[src/sv/ecfd_pkg.sv]
`timescale 1ns / 1ps

package ecfd_pkg;

    localparam int MAX_FRAME = 64;
    localparam int BYTE_W    = 8;
    localparam int ADDR_W    = (MAX_FRAME > 1) ? $clog2(MAX_FRAME) : 1;
    localparam int CNT_W     = $clog2(MAX_FRAME + 1);
    localparam int CFG_IDX_W = 2;

    localparam logic [CFG_IDX_W-1:0] REG_START_MARKER   = 2'd0;
    localparam logic [CFG_IDX_W-1:0] REG_END_MARKER     = 2'd1;
    localparam logic [CFG_IDX_W-1:0] REG_ESCAPE_MARKER  = 2'd2;
    localparam logic [CFG_IDX_W-1:0] REG_DELIVER_ENABLE = 2'd3;

    typedef struct packed {
        logic              we;
        logic [ADDR_W-1:0] addr;
        logic [BYTE_W-1:0] data;
    } ecfd_wr_t;

    typedef struct packed {
        logic             fire;
        logic             empty;
        logic [CNT_W-1:0] count;
    } ecfd_evt_t;

endpackage

[src/sv/ecfd_ram.sv]
`timescale 1ns / 1ps

module ecfd_ram #(
    parameter int WIDTH = 8,
    parameter int DEPTH = 64
) (
    input  logic                                     clk,
    input  logic                                     we,
    input  logic [((DEPTH > 1) ? $clog2(DEPTH) : 1)-1:0] waddr,
    input  logic [WIDTH-1:0]                         wdata,
    input  logic                                     re,
    input  logic [((DEPTH > 1) ? $clog2(DEPTH) : 1)-1:0] raddr,
    output logic [WIDTH-1:0]                         rdata
);

    logic [WIDTH-1:0] mem [DEPTH];

    always_ff @(posedge clk)
    begin
        if (we)
        begin
            mem[waddr] <= wdata;
        end
        if (re)
        begin
            rdata <= mem[raddr];
        end
    end

endmodule

[src/sv/ecfd_parser.sv]
`timescale 1ns / 1ps

module ecfd_parser
    import ecfd_pkg::*;
(
    input  logic                 clk,
    input  logic                 rst_n,
    input  logic                 cfg_we,
    input  logic [CFG_IDX_W-1:0] cfg_index,
    input  logic [BYTE_W-1:0]    cfg_data,
    input  logic                 accept,
    input  logic [BYTE_W-1:0]    rx_byte,
    output ecfd_wr_t             wr,
    output ecfd_evt_t            evt
);

    localparam logic [1:0] MODE_WAIT      = 2'd0;
    localparam logic [1:0] MODE_WAIT_ESC  = 2'd1;
    localparam logic [1:0] MODE_IN_FRAME  = 2'd2;
    localparam logic [1:0] MODE_AFTER_ESC = 2'd3;

    localparam logic [CNT_W-1:0] FULL_COUNT = CNT_W'(MAX_FRAME);

    logic [1:0]        mode_reg, mode_next;
    logic [CNT_W-1:0]  fill_reg, fill_next;
    logic [BYTE_W-1:0] start_reg, end_reg, escape_reg;
    logic              deliver_reg;
    logic              is_esc, is_start, is_end, full;

    assign is_esc   = (rx_byte == escape_reg);
    assign is_start = (rx_byte == start_reg);
    assign is_end   = (rx_byte == end_reg);
    assign full     = (fill_reg == FULL_COUNT);

    always_comb
    begin
        mode_next = mode_reg;
        fill_next = fill_reg;
        wr.we     = 1'b0;
        wr.addr   = fill_reg[ADDR_W-1:0];
        wr.data   = rx_byte;
        evt.fire  = 1'b0;
        evt.empty = (fill_reg == '0);
        evt.count = fill_reg;
        if (accept)
        begin
            unique case (mode_reg)
                MODE_WAIT:
                begin
                    if (is_esc)
                    begin
                        mode_next = MODE_WAIT_ESC;
                    end
                    else if (is_start)
                    begin
                        mode_next = MODE_IN_FRAME;
                    end
                end
                MODE_WAIT_ESC:
                begin
                    mode_next = MODE_WAIT;
                end
                MODE_IN_FRAME:
                begin
                    if (is_esc)
                    begin
                        mode_next = MODE_AFTER_ESC;
                    end
                    else if (is_start)
                    begin
                        fill_next = '0;
                    end
                    else if (is_end)
                    begin
                        evt.fire  = deliver_reg;
                        fill_next = '0;
                        mode_next = MODE_WAIT;
                    end
                    else if (full)
                    begin
                        fill_next = '0;
                        mode_next = MODE_WAIT;
                    end
                    else
                    begin
                        wr.we     = 1'b1;
                        fill_next = fill_reg + CNT_W'(1);
                    end
                end
                MODE_AFTER_ESC:
                begin
                    mode_next = MODE_IN_FRAME;
                    if (full)
                    begin
                        fill_next = '0;
                    end
                    else
                    begin
                        wr.we     = 1'b1;
                        fill_next = fill_reg + CNT_W'(1);
                    end
                end
                default:
                begin
                    mode_next = MODE_WAIT;
                end
            endcase
        end
    end

    always_ff @(posedge clk or negedge rst_n)
    begin
        if (!rst_n)
        begin
            mode_reg    <= MODE_WAIT;
            fill_reg    <= '0;
            start_reg   <= 8'd126;
            end_reg     <= 8'd127;
            escape_reg  <= 8'd125;
            deliver_reg <= 1'b0;
        end
        else
        begin
            mode_reg <= mode_next;
            fill_reg <= fill_next;
            if (cfg_we)
            begin
                unique case (cfg_index)
                    REG_START_MARKER:   start_reg   <= cfg_data;
                    REG_END_MARKER:     end_reg     <= cfg_data;
                    REG_ESCAPE_MARKER:  escape_reg  <= cfg_data;
                    REG_DELIVER_ENABLE: deliver_reg <= cfg_data[0];
                    default:            deliver_reg <= deliver_reg;
                endcase
            end
        end
    end

endmodule

[src/sv/escaped_frame_deframer.sv]
`timescale 1ns / 1ps
// Takes one received byte per cycle while no completed frame is being delivered
// and the output is not stalled. An empty-frame result is registered in the cycle
// after the closing byte's transfer. A stored frame is read back from the frame
// memory via a read and a load state per byte; input stalls throughout.
// Reset clears mode, fill count and out_valid; markers return to their defaults.

module escaped_frame_deframer
    import ecfd_pkg::*;
(
    input  logic                 clk,
    input  logic                 rst_n,
    input  logic                 in_valid,
    output logic                 in_stall,
    input  logic [BYTE_W-1:0]    rx_byte,
    output logic                 out_valid,
    input  logic                 out_stall,
    output logic [BYTE_W-1:0]    payload_byte,
    output logic                 last_byte,
    output logic                 empty_frame,
    input  logic                 cfg_we,
    input  logic [CFG_IDX_W-1:0] cfg_index,
    input  logic [BYTE_W-1:0]    cfg_data
);

    localparam logic [1:0] ST_IDLE = 2'd0;
    localparam logic [1:0] ST_READ = 2'd1;
    localparam logic [1:0] ST_LOAD = 2'd2;

    logic [1:0]        state_reg, state_next;
    logic [ADDR_W-1:0] idx_reg, idx_next;
    logic [CNT_W-1:0]  len_reg, len_next;
    logic              out_valid_reg, out_valid_next;
    logic [BYTE_W-1:0] payload_reg, payload_next;
    logic              last_reg, last_next;
    logic              empty_reg, empty_next;
    logic              accept, out_free, rd_en, at_last, load;
    logic [BYTE_W-1:0] rd_data;
    ecfd_wr_t          wr;
    ecfd_evt_t         evt;

    assign in_stall     = (state_reg != ST_IDLE) || (out_valid_reg && out_stall);
    assign accept       = in_valid && !in_stall;
    assign out_free     = !out_valid_reg || !out_stall;
    assign at_last      = ((CNT_W'(idx_reg) + CNT_W'(1)) == len_reg);
    assign out_valid    = out_valid_reg;
    assign payload_byte = payload_reg;
    assign last_byte    = last_reg;
    assign empty_frame  = empty_reg;

    ecfd_parser u_parser (
        .clk       (clk),
        .rst_n     (rst_n),
        .cfg_we    (cfg_we),
        .cfg_index (cfg_index),
        .cfg_data  (cfg_data),
        .accept    (accept),
        .rx_byte   (rx_byte),
        .wr        (wr),
        .evt       (evt)
    );

    ecfd_ram #(
        .WIDTH (BYTE_W),
        .DEPTH (MAX_FRAME)
    ) u_store (
        .clk   (clk),
        .we    (wr.we),
        .waddr (wr.addr),
        .wdata (wr.data),
        .re    (rd_en),
        .raddr (idx_reg),
        .rdata (rd_data)
    );

    always_comb
    begin
        state_next     = state_reg;
        idx_next       = idx_reg;
        len_next       = len_reg;
        rd_en          = 1'b0;
        load           = 1'b0;
        payload_next   = payload_reg;
        last_next      = last_reg;
        empty_next     = empty_reg;
        unique case (state_reg)
            ST_IDLE:
            begin
                if (evt.fire && evt.empty)
                begin
                    load         = 1'b1;
                    payload_next = '0;
                    last_next    = 1'b1;
                    empty_next   = 1'b1;
                end
                else if (evt.fire)
                begin
                    len_next   = evt.count;
                    idx_next   = '0;
                    state_next = ST_READ;
                end
            end
            ST_READ:
            begin
                rd_en      = 1'b1;
                state_next = ST_LOAD;
            end
            ST_LOAD:
            begin
                if (out_free)
                begin
                    load         = 1'b1;
                    payload_next = rd_data;
                    last_next    = at_last;
                    empty_next   = 1'b0;
                    if (at_last)
                    begin
                        state_next = ST_IDLE;
                    end
                    else
                    begin
                        idx_next   = idx_reg + ADDR_W'(1);
                        state_next = ST_READ;
                    end
                end
            end
            default:
            begin
                state_next = ST_IDLE;
            end
        endcase
        if (load)
        begin
            out_valid_next = 1'b1;
        end
        else if (out_valid_reg && !out_stall)
        begin
            out_valid_next = 1'b0;
        end
        else
        begin
            out_valid_next = out_valid_reg;
        end
    end

    always_ff @(posedge clk or negedge rst_n)
    begin
        if (!rst_n)
        begin
            state_reg     <= ST_IDLE;
            out_valid_reg <= 1'b0;
        end
        else
        begin
            state_reg     <= state_next;
            out_valid_reg <= out_valid_next;
        end
    end

    always_ff @(posedge clk)
    begin
        idx_reg     <= idx_next;
        len_reg     <= len_next;
        payload_reg <= payload_next;
        last_reg    <= last_next;
        empty_reg   <= empty_next;
    end

endmodule
[config.mk]
export PLATFORM = sky130hd
export DESIGN_NAME = escaped_frame_deframer
export DESIGN_NICKNAME = d
export VERILOG_FILES = /design/src/sv/ecfd_pkg.sv /design/src/sv/ecfd_ram.sv /design/src/sv/ecfd_parser.sv /design/src/sv/escaped_frame_deframer.sv
export SDC_FILE = /design/constraint.sdc
export NUM_CORES = 1
export LEC_CHECK = 0
export ABC_AREA = 1
export BUFFER_PORTS_ARGS = -buffer_cell sky130_fd_sc_hd__buf_2
export CELL_PAD_IN_SITES_DETAIL_PLACEMENT = 0
export CELL_PAD_IN_SITES_GLOBAL_PLACEMENT = 1
export CORE_MARGIN = 3
export CORE_UTILIZATION = 45
export DETAILED_ROUTE_END_ITERATION = 8
export PLACE_DENSITY = 0.78
export SETUP_SLACK_MARGIN = 0.1
export SYNTH_ARGS = -nofsm -noshare
export SYNTH_HDL_FRONTEND = slang
export SYNTH_HIERARCHICAL = 1
export SYNTH_SLANG_ARGS = --single-unit
[constraint.sdc]
create_clock -name clk -period 9.5 [get_ports clk]
set_input_delay 1.425 -clock clk [delete_from_list [all_inputs] [get_ports clk]]
set_output_delay 1.425 -clock clk [all_outputs]
set_load 0.03 [all_outputs]
**Word level (Yosys, flattened, before mapping)**

Memories as Yosys holds them, arrays and structs flattened. A register that Yosys moved wholly into a read port is not among the register bits.
Index checks and enable logic that the tools add are counted.

- Bits in registers: 60
- Bits in latches: 0
- Bits in writable memories: 512
- Memory bits (read-only): 0
- Bits of input ports: 23
- Output and inout bits: 12
- Logic and storage cells: 116
- Memories kept: 1

- $add $sub $neg: 3
- Multiply operators: 0
- Divide/modulo/power cells: 0
- Order comparisons: 0
- Equality and inequality tests: 22
- Shifts and indexed selects: 0
- Muxes and demuxes: 49
- Bitwise gates (word level): 1
- Reduce and logical (&&, ||, !) cells: 27

Memories:

| memory | words | bits a word | rd ports | clocked after Yosys merged registers in | write ports | RTL line | source |
|---|---|---|---|---|---|---|---|
| u_store.mem | 64 | 8 | 1 | 1 | 1 | ecfd_ram.sv:16 | `logic [WIDTH-1:0] mem [DEPTH];` |

Operators with widths:

| operator | count |
|---|---|
| $mux W7 | 4 |
| $eq A8 B8 Y1 | 3 |
| $mux W6 | 4 |
| $mux W1 | 21 |
| $mux W2 | 9 |
| $mux W8 | 2 |
| $pmux W8 S2 | 1 |
| $pmux W7 S2 | 1 |
| $ne A2 B2 Y1 const B | 6 |
| $pmux W6 S2 | 1 |
| $reduce_and A3 Y1 | 4 |
| $eq A2 B2 Y1 const B | 5 |
| $pmux W1 S2 | 4 |
| $pmux W2 S4 | 1 |
| $reduce_and A2 Y1 | 4 |
| $reduce_bool A2 Y1 | 4 |
| $add A6 B1 Y7 const B | 1 |
| $add A7 B1 Y7 const B | 1 |
| $eq A7 B7 Y1 | 1 |
| $eq A7 B7 Y1 const B | 1 |
| $logic_not A7 Y1 | 1 |
| $add A6 B1 Y6 const B | 1 |
| $eq A2 B1 Y1 const B | 3 |
| $logic_not A2 Y1 | 3 |
| other kinds (10) | 16 |

**Logic depth before layout (Yosys ltp)**

Gate-level depths: netlist of run 1.

- Word-level depth: 10
- Mapped depth: 12
- Mapped depth without buffers: 12

**By module**

Netlist of run 1, hierarchy kept.

Modules (own cells, without submodules):

| module | times used | cells each | area each (µm²) | seq. area each (µm²) |
|---|---|---|---|---|
| ecfd_ram | 1 | 1805 | 21419.3 | 15615.0 |
| ecfd_parser | 1 | 293 | 2194.6 | 874.6 |
| escaped_frame_deframer | 1 | 128 | 1212.4 | 765.7 |

**Worst setup path after synthesis of run 1**

Ideal clock, no wire load.

- Kind: input -> register
- From: input out_stall
- To: memory u_store.mem[48][0] (enable)
- Library setup time: 0.395 ns
- Arrival time: 3.823 ns
- Data required time: 9.105 ns
- Path slack: 5.282 ns
- Stages: 11
- Buffers on the path: 1
- Cells stage by stage: nand2_1 > nand2_1 > nor2_1 > nand2_1 > inv_1 > nand2_8 > inv_6 > and2_1 > clkbuf_1 > nand4_1 > nor4_1

RTL lines:

| item | RTL line | source |
|---|---|---|
| start, declared | escaped_frame_deframer.sv:17 | `input logic out_stall,` |
| end, declared | ecfd_ram.sv:16 |  |

==> run summary, run 1 <==
count of max-cap constraint violations -> 0
time the worst path needs with I/O delays and setup -> 5.31 ns
Arr. time, crit path -> 5.54 ns
H-tree levels -> 2
number of setup buffers added after CTS -> 0
ratio of cells with drive above 1 in the final layout -> 0.0858
number of standard-cell rows in the floorplan -> 85
number of nets with antenna violations after detailed routing -> 0
CTS-repair resized insts -> 0
cell count after placement -> 2853
depth of the most critical reg-to-reg path -> 11
CTS tree -> done
kind of end point of the critical path -> register
result of the run -> completed
required time at the worst-slack endpoint -> 9.73 ns
Core Region -> 54200 um^2
initial antenna violation count -> 0
grt ovf -> 0
Worst-Skew Late Latency -> 0.60 ns
maximum clock frequency -> 188 MHz
DIE AREA -> 58000 um^2
library cell used as clock root buffer -> sky130_fd_sc_hd__clkbuf_16
Post-synth EDFFs -> 543
Post-Route Setup TNS -> 0 ns
first-pass GRT wire length -> 92800 um
largest stage delay on the critical path -> 0.95 ns
count of final setup violators -> 0
dominant synthesized flop cell -> sky130_fd_sc_hd__edfxtp_1
library cells used by synthesis -> 39
PD cells -> 207 nW/um^2
horizontal die dimension -> 241 um
final layout net count -> 2241
initial DRC count -> 1744
number of nets in the synthesized netlist -> 2252
synth-to-layout area growth -> 8.94%
Power, Total -> 5.59 mW
post-route insts no fill -> 2956
cell-by-cell listing of the critical path -> buf_2 -> buf_4 -> xnor2_1 -> nand2_1 -> nor2_2 -> nand2_4 -> nand2_2 -> a21oi_2 -> and2_1 -> nand4_1 -> nor2_1
average instance area after synthesis -> 11.2 um^2
DRC viols -> 0
Ys Warns -> 6
share of the yosys chip area belonging to registers -> 0.695
buffer levels on the longest clock path -> 3
overall routed net length -> 61900 um
post-synthesis async set-or-reset flop share -> 0.0638
transition at the pin with the smallest max-transition slack -> 1.28 ns
Buffers & Inverters on Critical Path -> 2
biggest area consumer among synthesized cells -> sky130_fd_sc_hd__edfxtp_1
Placer Congestion -> 0.868
Clock Pin Slew Worst Setup and Hold Paths -> 0.06 ns
RSZ-0062 raised after global routing -> no
Final Skew -> 0.0132 ns
Initial DRT Pass Iterations -> 6
GRT Util Overall -> 0.214
Gate Count Post-Synth -> 2226
library cell contributing the largest single delay on the critical path -> sky130_fd_sc_hd__nor2_1
Final Hold Viols -> 0
clock buffers created by TritonCTS -> 56
via total after detailed routing -> 16300
number of top-level pins -> 35
area of the mapped netlist -> 24800 um^2
Synth top area share -> 0.657
headroom to the max-slew limit -> 0.147
register name with the most flops -> u_store/mem
fin. max-slew vios -> 0
Max rail drop VDD -> 0.159 mV
class of the most critical hold timing path -> register to register
number of antenna diodes -> 0
via count of the first global-routing pass -> 15700
top fanout value on the critical path -> 36
Seq cells post-synth -> 580
routed wirelength normalized by instance count -> 21.0 um
cells taking the most area after synthesis -> sky130_fd_sc_hd__edfxtp_1, sky130_fd_sc_hd__nand2_1, sky130_fd_sc_hd__nand3_1, sky130_fd_sc_hd__dfstp_2, sky130_fd_sc_hd__dfrtp_1
path type of the worst setup path -> input pin to register
instance area after placement -> 25200 um^2
port bufs -> 34
delay-heaviest family, CP -> simple AND/OR/NAND/NOR gates
initial cell density of the core -> 0.458
Sink Count -> 580
Chip Height -> 241 um
static leakage -> 9.98 nW
flip-flop count of the largest register after layout -> 512
Worst path depth -> 11
number of cells on the worst hold path -> 2
startpoint class of the critical path -> input pin
area of all placed cells without fillers -> 27000 um^2
count of hold-fix buffers inserted at cts -> 0
final core utilization -> 0.499
Final Cycle Share -> 0.559
half-perimeter wire length after placement -> 37200 um
vias per inst -> 5.51
pin count of the biggest net entering global routing -> 148
[path summary, 6_finish.rpt]
| path | start | to | slack, ns |
|---|---|---|---|
| worst max register to register | idx_reg[0] | u_store/rdata[5] | 5.42 |
| worst min register to register | u_parser/end_reg[6] | u_parser/end_reg[6] | 0.50 |
| max in group asynchronous | rst_n | out_valid | 8.07 |
| min in group asynchronous | rst_n | u_parser/fill_reg[2] | 0.92 |
| worst max-delay path | rx_byte[3] | u_store/mem[39][2] | 4.19 |
| worst min-delay path | u_parser/end_reg[6] | u_parser/end_reg[6] | 0.50 |
[synth_stat cells, types with 2 or more instances]
library cell,n
sky130_fd_sc_hd__buf_2,38
sky130_fd_sc_hd__inv_6,2
sky130_fd_sc_hd__ha_1,3
sky130_fd_sc_hd__nor3_1,2
sky130_fd_sc_hd__xnor2_1,20
sky130_fd_sc_hd__edfxtp_1,543
sky130_fd_sc_hd__nor2_4,3
sky130_fd_sc_hd__nand2_2,8
sky130_fd_sc_hd__clkbuf_1,18
sky130_fd_sc_hd__nand2_4,2
sky130_fd_sc_hd__nand4_1,14
sky130_fd_sc_hd__buf_1,10
sky130_fd_sc_hd__nor4_1,8
sky130_fd_sc_hd__nand3b_1,2
sky130_fd_sc_hd__nor2_2,3
sky130_fd_sc_hd__inv_2,3
sky130_fd_sc_hd__dfstp_2,19
sky130_fd_sc_hd__buf_4,28
sky130_fd_sc_hd__nor2_1,94
sky130_fd_sc_hd__o21ai_1,3
sky130_fd_sc_hd__nand3_1,463
sky130_fd_sc_hd__nand2_1,779
sky130_fd_sc_hd__buf_6,35
sky130_fd_sc_hd__o21ai_0,26
sky130_fd_sc_hd__inv_1,67
sky130_fd_sc_hd__dfrtp_1,18
sky130_fd_sc_hd__clkinv_1,2
sky130_fd_sc_hd__buf_8,2
[where the power goes]
part / switching [mW] / internal (mW)
Combinational: 0.281 / 0.0955
Sequential: 0.0644 / 2.86
Clock: 0.935 / 1.35
Total: 1.28 / 4.31
[area by class of cell]
class | count | area [um^2]
fillers | 4849 | 27200
flip-flops and latches | 580 | 17300
multi-input cells | 1441 | 6350
clock buffers | 67 | 1480
well taps | 696 | 871
clock inverters | 36 | 410
repair buffers | 62 | 380
inverters | 74 | 290
[cells by family (layout without fill, tap and decap cells)]
logic type	after synthesis	count (layout)	synth area share
AOI/OAI and AO/OA	35	35	0.00776
xor gates and xnor gates	20	20	0.00706
adders and majority gates	3	3	0.00151
buffers and inverters	205	239	0.0490
DFF	580	580	0.695
and+or+nand+nor	1383	1383	0.240
[stage by stage]
stage          hold WS (ns)  setup WS (ns)
2_1_floorplan         0.454           5.28
3_3_place_gp          0.492           3.68
3_5_place_dp          0.496           3.53
4_1_cts               0.505           4.17
5_1_grt               0.528           3.96
6_report              0.501           4.19
[worst min-delay path: stages (launching register included)]
cell and delay, ns:
sky130_fd_sc_hd__dfstp_2 0.37, sky130_fd_sc_hd__nand2_1 0.05, sky130_fd_sc_hd__o21ai_0 0.07
[routing by layer]
| metal | routed length (um) | GRT usage |
|---|---|---|
| met1 | 25700 | 0.283 |
| met3 | 4740 | 0.0438 |
| met2 | 29600 | 0.352 |
| met4 | 1970 | 0.0779 |
| met5 | 0 | 0 |
[cells in the final DEF (no fill, tap or decap), types with 2 or more instances in the layout]
master and instances:
sky130_fd_sc_hd__buf_2 34, sky130_fd_sc_hd__buf_4 28, sky130_fd_sc_hd__bufinv_16 9, sky130_fd_sc_hd__clkbuf_1 8, sky130_fd_sc_hd__clkbuf_16 57, sky130_fd_sc_hd__clkbuf_8 2
sky130_fd_sc_hd__clkinv_1 12, sky130_fd_sc_hd__clkinv_2 11, sky130_fd_sc_hd__clkinvlp_4 4, sky130_fd_sc_hd__dfrtp_1 18, sky130_fd_sc_hd__dfstp_2 19, sky130_fd_sc_hd__edfxtp_1 543
sky130_fd_sc_hd__ha_1 3, sky130_fd_sc_hd__inv_1 66, sky130_fd_sc_hd__inv_2 3, sky130_fd_sc_hd__inv_6 3, sky130_fd_sc_hd__nand2_1 779, sky130_fd_sc_hd__nand2_2 8
sky130_fd_sc_hd__nand2_4 2, sky130_fd_sc_hd__nand3_1 463, sky130_fd_sc_hd__nand3b_1 2, sky130_fd_sc_hd__nand4_1 14, sky130_fd_sc_hd__nor2_1 94, sky130_fd_sc_hd__nor2_2 3
sky130_fd_sc_hd__nor2_4 3, sky130_fd_sc_hd__nor3_1 2, sky130_fd_sc_hd__nor4_1 8, sky130_fd_sc_hd__o21ai_0 26, sky130_fd_sc_hd__o21ai_1 3, sky130_fd_sc_hd__xnor2_1 20
No activity file was read; power rests on OpenSTA's default activity.
==> run 2: changes to the inputs <==
--- a/config.mk
+++ b/config.mk
@@ -12,7 +12,7 @@
 export CORE_MARGIN = 3
 export CORE_UTILIZATION = 45
 export DETAILED_ROUTE_END_ITERATION = 8
-export PLACE_DENSITY = 0.78
+export PLACE_DENSITY = 0.81
 export SETUP_SLACK_MARGIN = 0.1
 export SYNTH_ARGS = -nofsm -noshare
 export SYNTH_HDL_FRONTEND = slang
==> constraint.sdc (replaced) <==
create_clock -name clk -period 4.6 [get_ports clk]
set_input_delay 0.69 -clock clk [delete_from_list [all_inputs] [get_ports clk]]
set_output_delay 0.69 -clock clk [all_outputs]
set_load 0.03 [all_outputs]
==> run 2 against run 1 <==
- first-iteration DRC count decreased by 5.1%
- power is 100% higher
- critical path depth is the same
- core utilization up 0.87 points
==> run summary, run 2 (same netlist as run 1, synthesis figures left out) <==
Final Skew -> 0.0142 ns
Final Hold Viols -> 0
count of hold-fix buffers inserted at cts -> 0
number of standard-cell rows in the floorplan -> 85
CTS tree -> done
horizontal die dimension -> 241 um
DIE AREA -> 58000 um^2
transition at the pin with the smallest max-transition slack -> 1.31 ns
number of antenna diodes -> 0
Arr. time, crit path -> 3.28 ns
Chip Height -> 241 um
kind of end point of the critical path -> register
PD cells -> 414 nW/um^2
Core Region -> 54200 um^2
GRT Util Overall -> 0.210
pin count of the biggest net entering global routing -> 261
ratio of cells with drive above 1 in the final layout -> 0.112
via total after detailed routing -> 16500
Clock Pin Slew Worst Setup and Hold Paths -> 0.06 ns
largest stage delay on the critical path -> 0.77 ns
top library cells by usage in the layout, fill and taps aside -> sky130_fd_sc_hd__nand2_1, sky130_fd_sc_hd__edfxtp_1, sky130_fd_sc_hd__nand3_1
buffer levels on the longest clock path -> 3
count of final setup violators -> 0
library cell contributing the largest single delay on the critical path -> sky130_fd_sc_hd__buf_12
cell-by-cell listing of the critical path -> buf_12 -> ha_1 -> nand2_1 -> nor2_1 -> nand2_1 -> or2_0 -> nand2_1 -> nor2_1 -> nand3_1 -> nand2_1 -> inv_1
clock buffers created by TritonCTS -> 57
Power, Total -> 11.4 mW
grt ovf -> 0
Post-Route Setup TNS -> 0 ns
library cell used as clock root buffer -> sky130_fd_sc_hd__clkbuf_16
flip-flop count of the largest register after layout -> 512
Max rail drop VDD -> 0.361 mV
via count of the first global-routing pass -> 16200
Sink Count -> 580
cell count after placement -> 2918
routed wirelength normalized by instance count -> 20.2 um
headroom to the max-slew limit -> 0.130
number of top-level pins -> 35
overall routed net length -> 61100 um
RSZ-0062 raised after global routing -> no
result of the run -> completed
CTS-repair resized insts -> 0
required time at the worst-slack endpoint -> 4.88 ns
Worst-Skew Late Latency -> 0.61 ns
Initial DRT Pass Iterations -> 6
fin. max-slew vios -> 0
maximum clock frequency -> 334 MHz
commonest non-fill, non-tap cell in the layout -> sky130_fd_sc_hd__nand2_1
initial cell density of the core -> 0.458
initial DRC count -> 1655
Final Cycle Share -> 0.651
Placer Congestion -> 0.866
post-route insts no fill -> 3021
final layout net count -> 2307
static leakage -> 10.3 nW
startpoint class of the critical path -> register
critical path's most frequent cell -> sky130_fd_sc_hd__nand2_1
first-pass GRT wire length -> 92600 um
number of nets with antenna violations after detailed routing -> 0
vias per inst -> 5.46
DRC viols -> 0
synth-to-layout area growth -> 10.8%
time the worst path needs with I/O delays and setup -> 3.00 ns
initial antenna violation count -> 0
top fanout value on the critical path -> 260
class of the most critical hold timing path -> input pin to async pin
H-tree levels -> 2
path type of the worst setup path -> register to register
register name with the most flops -> u_store/mem
count of max-cap constraint violations -> 0
port bufs -> 34
number of setup buffers added after CTS -> 0
half-perimeter wire length after placement -> 35600 um
## run 2: cell types whose count changed in the layout (fill, tap and decap cells not counted), sizes merged
cell      change
clkinv        -1
clkbuf        +3
buf          +65
bufinv        -4
clkinvlp      +2
## run 2: area by class of cell
class                   count  area [um^2]
inverters                  74          290
multi-input cells        1441         6350
clock inverters            33          303
flip-flops and latches    580        17300
well taps                 696          871
repair buffers            127          906
clock buffers              70         1540
fillers                  4749        26700
## run 2: layer usage
layer,share of wire,GRT usage
met2,0.48,0.346
met3,0.072,0.0335
met4,0.032,0.0797
met1,0.42,0.284
met5,0,0
## run 2: worst paths after layout
kind	to	start	slack [ns]	depth (start not counted)
max	idx_reg[1]	idx_reg[0]	1.60	11
min	u_parser/start_reg[7]	rst_n	0.19	1
max reg2reg	idx_reg[1]	idx_reg[0]	1.60	11
min reg2reg	u_parser/end_reg[1]	u_parser/end_reg[1]	0.50	2
max in group asynchronous	u_parser/fill_reg[6]	rst_n	3.89	1
min in group clk	u_parser/escape_reg[5]	cfg_data[5]	0.35	3
## run 2: metrics by stage
stage | hold slack (ns) | utilization | setup WS [ns] | cell area [um^2]
floorplan | 0.394 | - | 1.12 | 24800
finish | 0.185 | 0.507 | 1.60 | 27500
detailed placement | 0.492 | 0.473 | 1.46 | 25700
global route | 0.225 | 0.507 | 1.36 | 27500
CTS | 0.177 | 0.507 | 1.57 | 27500
global placement | 0.483 | 0.473 | 1.50 | 25700
## run 2: worst max-delay path: cells and delay by family, from the launching register on
| family | cells | cell delay [ns] |
|---|---|---|
| fa+ha+maj | 1 | 0.37 |
| flops | 1 | 0.47 |
| buf+inv | 2 | 1.00 |
| simple gates | 8 | 0.78 |
## run 2: power by group
group / switching, mW / leakage (nW) / total, mW / internal [mW]
clock: 1.92 / 0.892 / 4.56 / 2.64
sequential: 0.108 / 5.29 / 6.01 / 5.90
combinational: 0.596 / 4.13 / 0.822 / 0.226
==> run 3: changes to the inputs <==
--- a/config.mk
+++ b/config.mk
@@ -12,7 +12,7 @@
 export CORE_MARGIN = 3
 export CORE_UTILIZATION = 45
 export DETAILED_ROUTE_END_ITERATION = 8
-export PLACE_DENSITY = 0.81
+export PLACE_DENSITY = 0.78
 export SETUP_SLACK_MARGIN = 0.1
 export SYNTH_ARGS = -nofsm -noshare
 export SYNTH_HDL_FRONTEND = slang
==> constraint.sdc (replaced) <==
create_clock -name clk -period 2.85 [get_ports clk]
set_input_delay 0.4275 -clock clk [delete_from_list [all_inputs] [get_ports clk]]
set_output_delay 0.4275 -clock clk [all_outputs]
set_load 0.03 [all_outputs]
==> run 3 against run 2 <==
- critical path type unchanged
- cell count is 0.83% higher
- register-to-register slack lost 1.3 ns
- clock power rose by 68%
- flip-flop and latch count did not move
- sequential power rose by 60%
- final area grew 1.6%
- core utilization rose by 0.83 points
- routed wire length is 1.7% higher
- largest cell class unchanged
- worst hold slack got worse by 0.099 ns
- fmax rose by 17%
- first-iteration DRC count up 3.0%
==> run summary, run 3 (same netlist as run 1, synthesis figures left out) <==
result of the run -> completed
pin count of the biggest net entering global routing -> 161
number of standard-cell rows in the floorplan -> 85
synth-to-layout area growth -> 12.7%
R2R Path End -> u_store/mem[53][6]
number of top-level pins -> 35
Initial DRT Pass Iterations -> 5
number of antenna diodes -> 0
DRC viols -> 0
fin. max-slew vios -> 0
routed wirelength normalized by instance count -> 20.4 um
initial cell density of the core -> 0.458
overall routed net length -> 62200 um
time the worst path needs with I/O delays and setup -> 2.56 ns
Arr. time, crit path -> 2.88 ns
first-pass GRT wire length -> 95600 um
buffer levels on the longest clock path -> 3
static leakage -> 10.5 nW
Final Hold Viols -> 0
count of final setup violators -> 0
Clock Pin Slew Worst Setup and Hold Paths -> 0.06 ns
Fill cells -> 4693
depth of the most critical reg-to-reg path -> 13
clock buffers created by TritonCTS -> 58
startpoint class of the critical path -> register
half-perimeter wire length after placement -> 38400 um
Worst-Skew Late Latency -> 0.62 ns
PD cells -> 674 nW/um^2
top fanout value on the critical path -> 9
CTS-repair resized insts -> 0
H-tree levels -> 2
final core utilization -> 0.516
maximum clock frequency -> 391 MHz
worst setup path end -> u_store/mem[53][6]
Chip Height -> 241 um
crit path launch -> u_parser/start_reg[4]
via count of the first global-routing pass -> 16200
register name with the most flops -> u_store/mem
DIE AREA -> 58000 um^2
Sink Count -> 580
Worst R2R Start -> u_parser/start_reg[4]
via total after detailed routing -> 16500
transition at the pin with the smallest max-transition slack -> 1.08 ns
top library cells by usage in the layout, fill and taps aside -> sky130_fd_sc_hd__nand2_1, sky130_fd_sc_hd__edfxtp_1, sky130_fd_sc_hd__nand3_1
GRT Util Overall -> 0.217
Placer Congestion -> 0.886
port bufs -> 34
commonest non-fill, non-tap cell in the layout -> sky130_fd_sc_hd__nand2_1
Core Region -> 54200 um^2
flip-flop count of the largest register after layout -> 512
CTS tree -> done
Final Cycle Share -> 0.897
kind of end point of the critical path -> register
final layout net count -> 2329
count of max-cap constraint violations -> 0
ratio of cells with drive above 1 in the final layout -> 0.126
Max rail drop VDD -> 0.454 mV
number of nets with antenna violations after detailed routing -> 0
initial DRC count -> 1705
library cell used as clock root buffer -> sky130_fd_sc_hd__clkbuf_16
required time at the worst-slack endpoint -> 3.18 ns
initial antenna violation count -> 0
Power, Total -> 18.9 mW
reg-to-reg slack, setup -> 0.29 ns
class of the most critical hold timing path -> input pin to register
vias per inst -> 5.43
Final Skew -> 0.0257 ns
horizontal die dimension -> 241 um
number of cells on the worst hold path -> 3
headroom to the max-slew limit -> 0.277
RSZ-0062 raised after global routing -> no
grt ovf -> 0
path type of the worst setup path -> register to register
[run 3: layout make-up]
class                   count  area, um^2  area share
flip-flops and latches    580       17300       0.617
multi-input cells        1441        6520       0.233
clock buffers              69        1510      0.0541
repair buffers            148        1120      0.0399
well taps                 696         871      0.0311
clock inverters            38         403      0.0144
inverters                  74         293      0.0105
[run 3: how the worst min path moves through the flow]
stage | start | to | slack [ns]
2_1_floorplan | rst_n | out_valid | 0.13
3_3_place_gp | u_parser/start_reg[1] | u_parser/start_reg[1] | 0.49
3_5_place_dp | u_parser/end_reg[5] | u_parser/end_reg[5] | 0.49
4_1_cts | cfg_data[4] | u_parser/end_reg[4] | 0.06
5_1_grt | cfg_data[3] | u_parser/start_reg[3] | 0.08
6_report | cfg_data[1] | u_parser/start_reg[1] | 0.09
[run 3: report_power, final]
part	leakage [nW]	switching, mW	total, mW	internal (mW)
registers	5.29	0.0895	9.62	9.53
clock network	0.927	3.14	7.65	4.51
logic	4.29	1.17	1.58	0.418
[run 3: through the flow]
stage | cell area, um^2 | setup slack [ns] | TNS [ns] | hold WS [ns] | std cells
6_report | 28000 | 0.293 | 0 | 0.0862 | 3046
5_1_grt | 28000 | 0.134 | 0 | 0.0781 | 3046
4_1_cts | 27900 | 0.164 | 0 | 0.0566 | 3041
3_5_place_dp | 26000 | 0.109 | 0 | 0.491 | 2933
3_3_place_gp | 26000 | 0.184 | 0 | 0.488 | 2933
2_1_floorplan | 25000 | -0.0984 | -5.01 | 0.132 | 2226
[run 3: timing repair]
action	4_1_cts	5_1_grt
hold buffers	1	0
buffers inserted	0	5
endpoints found under the setup margin	0	48
endpoints found under the hold margin	18	0
[run 3: metal layers]
metal	vias to the layer above	track usage	share of wire	wire (um)
met5	-	0	0	0
met1	8024	0.299	0.42	26200
met3	87	0.0456	0.084	5230
li1	7815	-	-	-
met2	603	0.353	0.47	29500
met4	0	0.0594	0.020	1260
[run 3: critical path, stage by stage (launching register included)]
cell	delay, ns
sky130_fd_sc_hd__dfstp_2	0.54
sky130_fd_sc_hd__inv_1	0.04
sky130_fd_sc_hd__nand2_1	0.05
sky130_fd_sc_hd__nand2_1	0.05
sky130_fd_sc_hd__nand2_1	0.08
sky130_fd_sc_hd__nor2_2	0.06
sky130_fd_sc_hd__nand2_4	0.10
sky130_fd_sc_hd__nand2_2	0.06
sky130_fd_sc_hd__a21oi_2	0.21
sky130_fd_sc_hd__and2_4	0.24
sky130_fd_sc_hd__nand4_1	0.10
sky130_fd_sc_hd__buf_4	0.22
sky130_fd_sc_hd__nor4_4	0.30
sky130_fd_sc_hd__buf_4	0.21
